===== config.mk =====
export PLATFORM = sky130hd
export DESIGN_NAME = bcf_out_fifo
export DESIGN_NICKNAME = d
export VERILOG_FILES = /design/src/sv/bcf_pkg.sv /design/src/sv/bcf_out_fifo.sv
export SDC_FILE = /design/constraint.sdc
export NUM_CORES = 1
export LEC_CHECK = 0
export BUFFER_PORTS_ARGS = -buffer_cell sky130_fd_sc_hd__clkbuf_2
export CAP_MARGIN = 10
export CORE_AREA = 8 8 404 307
export CTS_BUF_LIST = sky130_fd_sc_hd__clkbuf_8
export CTS_CLUSTER_DIAMETER = 50
export DETAILED_ROUTE_END_ITERATION = 10
export DIE_AREA = 0 0 412 315
export PLACE_DENSITY = 0.5
export SLEW_MARGIN = 20
export SYNTH_ARGS = -nofsm -noshare
export SYNTH_HDL_FRONTEND = slang
export SYNTH_SLANG_ARGS = --single-unit

===== constraint.sdc =====
create_clock -name clock -period 2.8 [get_ports clock]
set_clock_uncertainty 0.2 [all_clocks]
set_input_delay 0.28 -clock clock [delete_from_list [all_inputs] [get_ports clock]]
set_output_delay 0.28 -clock clock [all_outputs]
set_load 0.01 [all_outputs]

===== src/sv/bcf_pkg.sv =====
`default_nettype none
// ---------------------------------------------------------------------------
// bcf_pkg - shared types and constants for the crossover filter
// Sizes, register indexes, history memory entry and result transaction.
// ---------------------------------------------------------------------------
package bcf_pkg;

   localparam int CHANNELS  = 8;
   localparam int CH_AW     = (CHANNELS > 1) ? $clog2(CHANNELS) : 1;
   localparam int CHAN_W    = 3;
   localparam int SAMPLE_W  = 32;
   localparam int COEF_W    = 32;
   localparam int HIST_W    = 48;
   localparam int FF_W      = 34;
   localparam int CSR_IDX_W = 3;
   localparam int OUT_DEPTH = 16;
   localparam int OUT_AW    = $clog2(OUT_DEPTH);

   localparam logic [CSR_IDX_W-1:0] CSR_LOW_GAIN_A0      = 3'd0;
   localparam logic [CSR_IDX_W-1:0] CSR_LOW_FEEDBACK_B0  = 3'd1;
   localparam logic [CSR_IDX_W-1:0] CSR_LOW_FEEDBACK_B1  = 3'd2;
   localparam logic [CSR_IDX_W-1:0] CSR_HIGH_GAIN_A0     = 3'd3;
   localparam logic [CSR_IDX_W-1:0] CSR_HIGH_FEEDBACK_B0 = 3'd4;
   localparam logic [CSR_IDX_W-1:0] CSR_HIGH_FEEDBACK_B1 = 3'd5;

   // one history entry per channel: last two inputs and last two outputs of each band
   typedef struct packed {
      logic signed [SAMPLE_W-1:0] x0;
      logic signed [SAMPLE_W-1:0] x1;
      logic signed [HIST_W-1:0]   lo_y0;
      logic signed [HIST_W-1:0]   lo_y1;
      logic signed [HIST_W-1:0]   hi_y0;
      logic signed [HIST_W-1:0]   hi_y1;
   } hist_type;

   typedef struct packed {
      logic             en;
      logic [CH_AW-1:0] addr;
      hist_type         data;
   } hist_wr_type;

   typedef struct packed {
      logic signed [SAMPLE_W-1:0] low_out;
      logic signed [SAMPLE_W-1:0] high_out;
      logic                       low_clipped;
      logic                       high_clipped;
   } rsp_type;

endpackage
`default_nettype wire


===== src/sv/bcf_out_fifo.sv =====
`default_nettype none
// ---------------------------------------------------------------------------
// bcf_out_fifo - result queue
// Holds finished results so the pipeline keeps running while the result
// channel stalls. Space is reserved upstream before an item enters.
// ---------------------------------------------------------------------------
module bcf_out_fifo (
   input  logic             clock,
   input  logic             reset,
   input  logic             push,
   input  bcf_pkg::rsp_type push_data,
   input  logic             pop,
   output logic             valid,
   output bcf_pkg::rsp_type data
);
   import bcf_pkg::*;

   rsp_type           entry_ff [OUT_DEPTH];
   logic [OUT_AW:0]   wr_ptr_ff, wr_ptr_in;
   logic [OUT_AW:0]   rd_ptr_ff, rd_ptr_in;
   logic              full;

   assign valid = (wr_ptr_ff != rd_ptr_ff);
   assign full  = (wr_ptr_ff == {~rd_ptr_ff[OUT_AW], rd_ptr_ff[OUT_AW-1:0]});
   assign data  = entry_ff[rd_ptr_ff[OUT_AW-1:0]];

   always_comb begin
      wr_ptr_in = push ? wr_ptr_ff + 1'b1 : wr_ptr_ff;
      rd_ptr_in = (pop && valid) ? rd_ptr_ff + 1'b1 : rd_ptr_ff;
   end

   always_ff @(posedge clock) begin
      if (push) begin
         entry_ff[wr_ptr_ff[OUT_AW-1:0]] <= push_data;
      end
   end

   always_ff @(posedge clock) begin
      if (reset) begin
         wr_ptr_ff <= '0;
         rd_ptr_ff <= '0;
      end else begin
         wr_ptr_ff <= wr_ptr_in;
         rd_ptr_ff <= rd_ptr_in;
      end
   end

`ifndef SYNTH
   a_no_push_full: assert property (@(posedge clock) disable iff (reset)
      push |-> !full)
      else $error("result queue overflow");

   a_drain_by_pop: assert property (@(posedge clock) disable iff (reset)
      $fell(valid) |-> $past(pop))
      else $error("result queue emptied without a pop");
`endif

endmodule
`default_nettype wire

==> summary.txt <==
Status
  • Status: complete, but fails checks
  • Failing checks: negative setup slack

Setup path
  • Endpoint type of the worst setup path: output port
  • Startpoint Class: flip-flop
  • Critical-path top delay cell: mux4_2
  • Cell Chain, Critical Path: buf_12 > buf_16 > buf_12 > mux4_1 > mux4_2 > buf_6
  • Data required time of the worst path: 2.32 ns
  • Critical path fanouts, max: 6
  • Critical Path Most Common Cell: buf_12
  • Reg2Reg Depth: 4
  • WP buf/inv: 4
  • CP arrival: 2.96 ns
  • Delay-heaviest family, CP: multiplexers
  • CP max stage delay: 0.59 ns
  • Critical path depth in cells: 6
  • Setup CP Type: reg2out
  • Reg-to-reg slack, setup: 0.63 ns

Timing
  • Rel. slew slack: 62.1%
  • Fin. Hold Viols: 0
  • Worst slew pin tran: 0.568 ns
  • Final min period: 3.44 ns
  • Worst Setup Slack, final: -0.638 ns
  • Max Slew Vio Count: 0
  • RSZ-0062 raised after global routing: true
  • Final Cycle Share: 123%
  • Sum Neg Setup Slack: -35.95 ns
  • # setup viols final: 66
  • Peak Freq: 291 MHz

Clock network
  • CTS clk-pin slew, worst paths: 0.06 ns
  • Clk_lat worst skew: 0.83 ns
  • Total CTS buffers: 168
  • Clock sink total: 1070
  • H-tree levels: 4
  • CTS tree: done
  • CTS Buffer Depth: 3
  • Clk root buf: clkbuf_8

Global routing
  • Vias in the first global route: 20.0k
  • GRT Overall Usage: 15.7%
  • GRT overflow: 0
  • Pin count of the biggest net entering global routing: 49
  • First-pass GRT wire length: 146000 um
  • Initial antenna violation count: 6

Detailed routing
  • DRC errors left: 0
  • Initial DRC Count: 1375
  • Pre-antenna DRT Iters: 5
  • Wire length per cell: 27.9 um
  • Final WL: 102000 um
  • Post-route ant nets: 0
  • Via Count: 18.4k
  • Via-to-Cell Ratio: 5.03

Pwr
  • Pwr dens: 727 nW/um2
  • Sequential cell fraction of total power: 50.2%
  • Leakage: 15.5 nW
  • Sw Ratio: 24.0%
  • Internal power: 0.0271 W
  • Max VDD drop: 0.384 mV
  • Comb pwr share: 15.6%
  • Psw: 0.00856 W
  • Clock power frac: 34.3%
  • Tot Pwr: 0.0356 W

Finish
  • Area Overhead vs Synth: 20.3%
  • Fillers: 10.1k
  • Fin nets: 2047
  • Non-Filler Instances: 3658
  • Commonest non-fill, non-tap cell in the layout: edfxtp_1
  • Ratio of cells with drive above 1 in the final layout: 38.1%
  • Commonest non-fill, non-tap cells in the layout: edfxtp_1 (1056), mux4_2 (308), clkbuf_8 (179), clkbuf_2 (102), dlygate4sd3_1 (70)
  • Util after Layout: 41.8%

Yosys
  • Post-synthesis register bit count: 1070
  • Post-synthesis cell count: 1552
  • Cell variety after synth: 29
  • Sequential share of the synthesized area: 78.5%
  • Synthesized cell area: 40800 um2
  • YS warnings: 0
  • Mean Syn Cell Area: 26.3 um2
  • Net Count, Synth: 1627

Place
  • Place WS: 0.104 ns
  • Routability cong.: 0.690
  • IO buf count: 136
  • Dpl cells: 3238
  • Post-DP HPWL: 51200 um

Floorplan
  • CORE AREA: 117000 um2
  • Die ar.: 130000 um2
  • Row Count: 109
  • Chip width: 412 um
  • Initial Util: 34.8%
  • Height of the die: 315 um
  • # IOs: 137

Flow run
  • Max cap viols: 0

Worst hold path
  • Worst Hold Class: in2reg
  • Worst hold stages: 2
-- state kept, by name, summed over array words and instances, names as in the netlist, named ones only --
register / flops
wr_ptr_ff: 5
entry_ff: 1056
rd_ptr_ff: 5
-- cell families (layout without fill, tap and decap cells) --
family | count (synthesis) | in the layout | share of synthesized area [%]
AO/OA/AOI/OAI | 5 | 5 | 0.0737
XOR/XNOR | 9 | 9 | 0.193
adder cells (fa/ha/maj) | 5 | 5 | 0.153
buffers and inverters | 80 | 624 | 1.37
flip-flops | 1070 | 1070 | 78.5
multiplexers | 338 | 338 | 19.1
other | 0 | 8 | 0
AND/OR/NAND/NOR | 45 | 45 | 0.623
-- path summary, 6_finish.rpt --
path            startpoint               to
min reg2reg   rd_ptr_ff[1]        flip-flop
max reg2reg   wr_ptr_ff[2]  entry_ff[4][44]
max              flip-flop         data[24]
min          push_data[16]  entry_ff[8][16]
-- metrics by stage --
stage               hold slack, ns  instance area (um2)
floorplan                    0.179                40800
global placement             0.324                44100
detailed placement           0.326                44100
CTS                         0.0683                48900
global route                 0.143                49000
finish                       0.188                49000
-- worst register-to-register path, stage by stage (launching register included) --
cell and delay [ns]:
dfxtp_1 0.45, nand2_1 0.08, nor2_1 0.23, and2_4 0.52, buf_12 0.31
-- repair_timing --
item | 4_1_cts | 5_1_grt
gates resized for setup | 98 | 79
cloned | 20 | 4
endpoints found under the setup margin | 66 | 66
hold buffers | 70 | 0
setup buffers | 27 | 5
endpoints found under the hold margin | 1106 | 0
-- cells in the mapped netlist --
cell	instances	area (um2)
a21oi_1	3	15.0
buf_12	3	60.1
nand2_1	5	18.8
mux2i_1	3	30.0
xor2_1	7	61.3
or3_1	2	12.5
nor2b_1	3	18.8
a211oi_1	1	7.51
and3b_1	1	8.76
nor2_1	10	37.5
inv_1	4	15.0
edfxtp_1	1056	31700
mux4_1	71	1870
nor3_2	1	10.0
and3_1	1	6.26
nand4_1	4	25.0
buf_1	10	37.5
and2_1	16	100
nor3b_1	1	7.51
buf_2	4	20.0
mux2_2	5	56.3
a21boi_1	1	7.51
xnor2_1	2	17.5
mux4_2	259	5830
and4_1	1	8.76
dfxtp_1	14	280
buf_6	27	304
clkbuf_1	32	120
ha_1	5	62.6
-- metal layers --
metal	routed length [um]	track usage (%)
met4	1790	4.20
met5	12	0
met2	50300	25.8
met1	45300	21.3
met3	4640	3.23
-- power by group through the flow --
| stage | Clock (W) | Sequential [W] | Combinational [W] |
|---|---|---|---|
| after detailed placement | 0 | 0.0182 | 0.00431 |
| after floorplan | 0 | 0.0182 | 0.00288 |
| after CTS | 0.0126 | 0.0179 | 0.00554 |
| after global placement | 0 | 0.0182 | 0.00426 |
| final | 0.0122 | 0.0179 | 0.00555 |
| after global routing | 0.0133 | 0.0179 | 0.00592 |
-- cell type report --
cell class,count,area (um2),share of cell area (%)
inverters,4,15.0,0.0306
diodes,8,20.0,0.0408
repair buffers,326,3910,7.98
flip-flops and latches,1070,32000,65.3
well taps,1554,1940,3.97
multi-input cells,402,8070,16.5
clock inverters,117,619,1.26
clock buffers,177,2440,4.97
(Power assumes the default switching activity.)
