===== src/sv/bcf_pkg.sv =====
`default_nettype none
// ---------------------------------------------------------------------------
// bcf_pkg - shared types and constants for the crossover filter
// Sizes, register indexes, history memory entry and result transaction.
// ---------------------------------------------------------------------------
package bcf_pkg;

   localparam int CHANNELS  = 8;
   localparam int CH_AW     = (CHANNELS > 1) ? $clog2(CHANNELS) : 1;
   localparam int CHAN_W    = 3;
   localparam int SAMPLE_W  = 32;
   localparam int COEF_W    = 32;
   localparam int HIST_W    = 48;
   localparam int FF_W      = 34;
   localparam int CSR_IDX_W = 3;
   localparam int OUT_DEPTH = 16;
   localparam int OUT_AW    = $clog2(OUT_DEPTH);

   localparam logic [CSR_IDX_W-1:0] CSR_LOW_GAIN_A0      = 3'd0;
   localparam logic [CSR_IDX_W-1:0] CSR_LOW_FEEDBACK_B0  = 3'd1;
   localparam logic [CSR_IDX_W-1:0] CSR_LOW_FEEDBACK_B1  = 3'd2;
   localparam logic [CSR_IDX_W-1:0] CSR_HIGH_GAIN_A0     = 3'd3;
   localparam logic [CSR_IDX_W-1:0] CSR_HIGH_FEEDBACK_B0 = 3'd4;
   localparam logic [CSR_IDX_W-1:0] CSR_HIGH_FEEDBACK_B1 = 3'd5;

   // one history entry per channel: last two inputs and last two outputs of each band
   typedef struct packed {
      logic signed [SAMPLE_W-1:0] x0;
      logic signed [SAMPLE_W-1:0] x1;
      logic signed [HIST_W-1:0]   lo_y0;
      logic signed [HIST_W-1:0]   lo_y1;
      logic signed [HIST_W-1:0]   hi_y0;
      logic signed [HIST_W-1:0]   hi_y1;
   } hist_type;

   typedef struct packed {
      logic             en;
      logic [CH_AW-1:0] addr;
      hist_type         data;
   } hist_wr_type;

   typedef struct packed {
      logic signed [SAMPLE_W-1:0] low_out;
      logic signed [SAMPLE_W-1:0] high_out;
      logic                       low_clipped;
      logic                       high_clipped;
   } rsp_type;

endpackage
`default_nettype wire


===== src/sv/bcf_hist_mem.sv =====
`default_nettype none
// ---------------------------------------------------------------------------
// bcf_hist_mem - per-channel filter history memory
// One entry per channel, one write and one registered read per cycle.
// Entries never written since reset read as zero through per-entry valid bits.
// ---------------------------------------------------------------------------
module bcf_hist_mem (
   input  logic                      clock,
   input  logic                      reset,
   input  logic [bcf_pkg::CH_AW-1:0] rd_addr,
   output bcf_pkg::hist_type         rd_data,
   input  bcf_pkg::hist_wr_type      wr
);
   import bcf_pkg::*;

   hist_type            mem [CHANNELS];
   hist_type            rd_data_ff;
   logic                rd_valid_ff;
   logic [CHANNELS-1:0] valid_ff;

   always_ff @(posedge clock) begin
      if (wr.en) begin
         mem[wr.addr] <= wr.data;
      end
      rd_data_ff <= mem[rd_addr];
   end

   always_ff @(posedge clock) begin
      if (reset) begin
         valid_ff    <= '0;
         rd_valid_ff <= 1'b0;
      end else begin
         rd_valid_ff <= valid_ff[rd_addr];
         if (wr.en) begin
            valid_ff[wr.addr] <= 1'b1;
         end
      end
   end

   assign rd_data = rd_valid_ff ? rd_data_ff : '0;

endmodule
`default_nettype wire


===== config.mk =====
export PLATFORM = sky130hd
export DESIGN_NAME = bcf_hist_mem
export DESIGN_NICKNAME = d
export VERILOG_FILES = /design/src/sv/bcf_pkg.sv /design/src/sv/bcf_hist_mem.sv
export SDC_FILE = /design/constraint.sdc
export NUM_CORES = 2
export LEC_CHECK = 0
export BUFFER_PORTS_ARGS = -buffer_cell sky130_fd_sc_hd__clkbuf_2
export CAP_MARGIN = 10
export CORE_MARGIN = 2
export CORE_UTILIZATION = 45
export CTS_CLUSTER_SIZE = 25
export DETAILED_ROUTE_END_ITERATION = 10
export GPL_ROUTABILITY_DRIVEN = 1
export PLACE_DENSITY = 0.6
export RECOVER_POWER = 100
export SYNTH_ARGS = -nofsm -noshare
export SYNTH_HDL_FRONTEND = slang
export SYNTH_SLANG_ARGS = --single-unit
export TNS_END_PERCENT = 20

===== constraint.sdc =====
create_clock -name clock -period 35.4 [get_ports clock]
set_input_delay 3.54 -clock clock [delete_from_list [all_inputs] [get_ports clock]]
set_output_delay 3.54 -clock clock [all_outputs]
set_load 0.01 [all_outputs]

==> impl.org <==
** Power and ir drop
- VDD sags by at most approximately 0.047 mV.
- LEAKAGE :: ~31 nW
- Combinational fraction of design power :: 5.0%
- Part of the total power dissipated in sequential elements :: between 50% and 60%
- Net switching power figure :: approximately 1.2 mW
- In this run the power density over the cells is ~60 nW/um2.
- Cell internal power was estimated by the tool at 4.547 mW.
- Net Sw Frac :: ~21%
- Clock network fraction of total power :: around two fifths

** Clocking
- Clk buf depth :: 3
- TritonCTS built the clock tree.
- The clock tree synthesis step divided the H-tree into 4 levels.
- Clock latency on the worst-skew pair, taken at its later pin, is just under 0.9 ns.
- TritonCTS Sinks :: 2313
- Clock-pin slew on the worst setup and hold paths :: about 0.060 ns
- Setup fix buffers added after clock tree synthesis :: 0
- PostCTS Resize Cnt :: 0
- For this design, the CTS-stage hold fixing added 0 buffers.
- Clock tree synthesis inserted a total of roughly 220 buffers.
- The cell sitting at the root of the clock tree is a sky130_fd_sc_hd__clkbuf_16.

** Run status
- The final reports fail on capacitance limit, slew limit.
- Status :: finished, violations left

** STA
- At the pin with the least slew margin, the transition time is 8.725 ns.
- The clock arrives with about 0.051 ns of skew.
- Final-layout setup total negative slack :: 0 ns
- Based on the critical path, the design can be clocked at up to ~0.065 GHz.
- For the finished layout, the period the worst path requires is 15.46 ns.
- The count of endpoints failing hold in the final timing report came to 0.
- The count of final max-slew check failures came to about 2900.
- Dividing the final minimum period by the clock period gives 43.68%.
- Setup slack closes at 19.94 ns.
- Measured against its own limit, the worst slew margin works out to -481.7%.
- Setup repair after global routing left no endpoint under its margin.
- Setup violations, final :: 0

** Setup path
- Reg-to-reg setup timing slack :: ~34 ns
- STA classifies the critical path endpoint as a register.
- The endpoint identified for the worst register-to-register timing path is rd_data_ff[61]$_DFF_P_.
- Measured in cells, the most critical reg-to-reg path has a length of 2.
- The startpoint identified for the worst register-to-register timing path is mem[6][61]$_DFFE_PP_.
- At the worst endpoint, the required time is roughly 36 ns.
- Data arrival time of the worst path :: 15.81 ns
- The worst setup path is launched from a primary input.
- Type of the worst setup path :: in2reg
- Along the worst path, the maximum fanout reaches roughly 110.

** Final layout
- Combined area of the multi-input logic cells :: 16220 um2
- Nets :: approximately 4400
- The area growth from synthesis to layout is 14.37%.
- The post-route netlist has around 30% of its cells at a drive strength greater than 1.
- Fill cell total of the finished layout :: between 10000 and 15000
- Sequential cell area in the final layout :: roughly 67000 um2
- Post-route standard cell area excluding fillers :: between 90000 and 100000 um2
- Post-Layout Cell Count :: 6874

** Synthesis
- Count of different cell masters after synthesis :: 21
- Counting flops with a built-in enable in the synthesized netlist gives 2048.
- Averaged over all synthesized cells, the footprint is approximately 24 um2.
- Seq/Total Area, Yosys :: about four fifths
- Synthesis inferred approximately 2300 register bits.
- Leading cell type by number of instances after synthesis :: sky130_fd_sc_hd__edfxtp_1
- In the synthesized netlist the async set-or-reset flop fraction comes to 0%.
- During synthesis, Yosys emitted a total of 0 warnings.
- Leading post-synthesis cells by cell area :: sky130_fd_sc_hd__edfxtp_1, sky130_fd_sc_hd__mux4_2, sky130_fd_sc_hd__dfxtp_1
- Post-Syn Area :: 84000 um2
- Gate count after technology mapping :: between 3000 and 4000
- Sorting the synthesized cells by how often they occur yields sky130_fd_sc_hd__edfxtp_1, sky130_fd_sc_hd__mux4_2, sky130_fd_sc_hd__dfxtp_1, sky130_fd_sc_hd__and2_1, sky130_fd_sc_hd__mux2_2.
- For this run, the leading register cell type out of synthesis is sky130_fd_sc_hd__edfxtp_1.
- sky130_fd_sc_hd__edfxtp_1 takes more of the synthesized area than any other cell.
- Share of the synthesized area in the top cell type :: 73.21%
- Post-Synthesis Net Count :: 3805

** Die
- Starting density of the core :: between 40% and 50%
- CORE AREA :: about 190000 um2
- The die is approximately 440 um tall.
- Area of the die :: 190100 um2
- Die width :: 436.1 um
- The floorplan has about 160 rows.
- Boundary pin count :: about 520

** Placement
- The number of placed instances, taps included, is around 6400.
- Final HPWL DP :: 92.98 mm
- GP Congestion :: about 0.71
- Buffers placed on the I/O ports in this run total 520.
- Area post-placement :: 89390 um2
- At the placement stage, the worst setup path has a slack of around 27 ns.

** Route
- For this run, design rule violations remaining after detail routing come to 0.
- Dividing the detail-routed wire length by the instance count gives 25.64 um.
- The routed design has about 180 mm of wire.
- After detailed routing, the number of vias per cell comes to roughly 5.4.
- Total via count after detailed routing :: around 37000
- Once detail routing completed, the nets flagged for antenna violations numbered 0.
- The first detailed-routing pass took 5 iterations.
- Number of DRC violations after detailed-routing iteration 0 :: 2503

** Hold path
- The worst hold path belongs to the class reg2reg.
- The path with the worst hold slack has its endpoint at valid_ff[0]$_SDFFE_PP0P_.
- In this run the most critical hold path is launched from valid_ff[0]$_SDFFE_PP0P_.
- The worst hold path was traced through 2 stages.

** GRT
- First-pass GRT wire length :: about 260 mm
- The initial antenna violation count was 44.
- Number of global-route vias before repair :: 38938
- Global routing consumed, over all layers together, 18.52% of the routing resources.
- The total overflow left after global routing is 0.
- Pin count of the biggest net entering global routing :: between 100 and 150

** Flow run
- # Max-Cap Violations :: 57
-- state kept, by name, indices dropped and copies added, names as in the netlist --
name and flops:
mem 2048, rd_data_ff 256, valid_ff 8, rd_valid_ff 1
-- critical path, cell delays in order --
cell	delay, ns
sky130_fd_sc_hd__clkbuf_1	0.24
sky130_fd_sc_hd__nand2_1	0.13
sky130_fd_sc_hd__nor3_1	0.15
sky130_fd_sc_hd__clkbuf_1	6.06
sky130_fd_sc_hd__clkbuf_1	2.52
sky130_fd_sc_hd__clkbuf_1	3.00
-- per-stage QoR --
step                      hold slack, ns  power [mW]  utilization, %
final                             0.4682       5.728           51.81
after global routing              0.4882       5.922           51.80
after CTS                         0.4735       5.787           52.16
after detailed placement          0.4604       3.456           48.21
after global placement            0.4450       3.449           48.21
after floorplan                   0.4348       3.364               -
-- metal layers --
metal	share of wire (%)	vias up	GRT usage [%]	wire length, um
li1	-	15926	-	-
met3	5.1	288	3.803	9030
met4	2.7	32	6.195	4685
met5	0.12	-	0	214
met1	41	19905	24.27	73070
met2	51	854	31.01	89280
-- cell type report --
cell class / instances / share of cell area, %
timing repair buffer: 583 / 2.670
antenna: 22 / 0.05730
clock inverter: 99 / 1.093
multi-input combinational: 1054 / 16.88
sequential: 2313 / 69.53
clock buffer: 322 / 6.529
inverter: 1 / 0.003907
tap: 2480 / 3.230
-- placed cells by master, fill, tap and decap left out, types with 2 or more instances in the layout --
master / instances
sky130_fd_sc_hd__edfxtp_1: 2048
sky130_fd_sc_hd__mux4_2: 513
sky130_fd_sc_hd__clkbuf_1: 411
sky130_fd_sc_hd__dfxtp_1: 265
sky130_fd_sc_hd__mux2_2: 254
sky130_fd_sc_hd__clkbuf_2: 224
sky130_fd_sc_hd__clkbuf_16: 223
sky130_fd_sc_hd__and2_0: 217
sky130_fd_sc_hd__and2_1: 39
sky130_fd_sc_hd__clkinv_2: 33
sky130_fd_sc_hd__clkbuf_8: 32
sky130_fd_sc_hd__clkinv_1: 30
sky130_fd_sc_hd__diode_2: 22
sky130_fd_sc_hd__nor2_1: 13
sky130_fd_sc_hd__bufinv_16: 12
sky130_fd_sc_hd__buf_4: 11
sky130_fd_sc_hd__clkinv_16: 8
sky130_fd_sc_hd__clkinvlp_4: 8
sky130_fd_sc_hd__o21ba_2: 3
sky130_fd_sc_hd__inv_16: 3
sky130_fd_sc_hd__mux2_1: 2
sky130_fd_sc_hd__nand2_1: 2
sky130_fd_sc_hd__and4b_1: 2
sky130_fd_sc_hd__nor4bb_1: 2
sky130_fd_sc_hd__mux2i_1: 2
sky130_fd_sc_hd__inv_6: 2
sky130_fd_sc_hd__clkinv_4: 2
sky130_fd_sc_hd__buf_8: 2
sky130_fd_sc_hd__buf_12: 2
-- cells by family after synthesis --
group,after synthesis,share of synthesized area [%]
and+or+nand+nor,278,2.047
DFF,2313,79.53
muxes,771,17.21
buffers and inverters,173,1.160
AOI/OAI and AO/OA,5,0.05512
-- power by group through the flow --
| stage | registers (mW) | clock network [mW] | logic (mW) |
|---|---|---|---|
| final | 3.12 | 2.33 | 0.285 |
| after global placement | 3.16 | 0 | 0.285 |
| after global routing | 3.12 | 2.49 | 0.310 |
| after CTS | 3.11 | 2.39 | 0.289 |
| after floorplan | 3.18 | 0 | 0.180 |
| after detailed placement | 3.17 | 0 | 0.289 |
-- worst max-delay path by stage --
stage,startpoint,to,slack (ns)
floorplan,wr[256],mem[0][0]$_DFFE_PP_,3.74
global placement,rd_addr[0],rd_data_ff[228]$_DFF_P_,26.95
detailed placement,rd_addr[0],rd_data_ff[221]$_DFF_P_,26.92
CTS,rd_addr[0],rd_data_ff[228]$_DFF_P_,27.86
global route,wr[258],mem[4][236]$_DFFE_PP_,19.07
finish,wr[258],mem[4][236]$_DFFE_PP_,19.94
(Power assumes the default switching activity.)
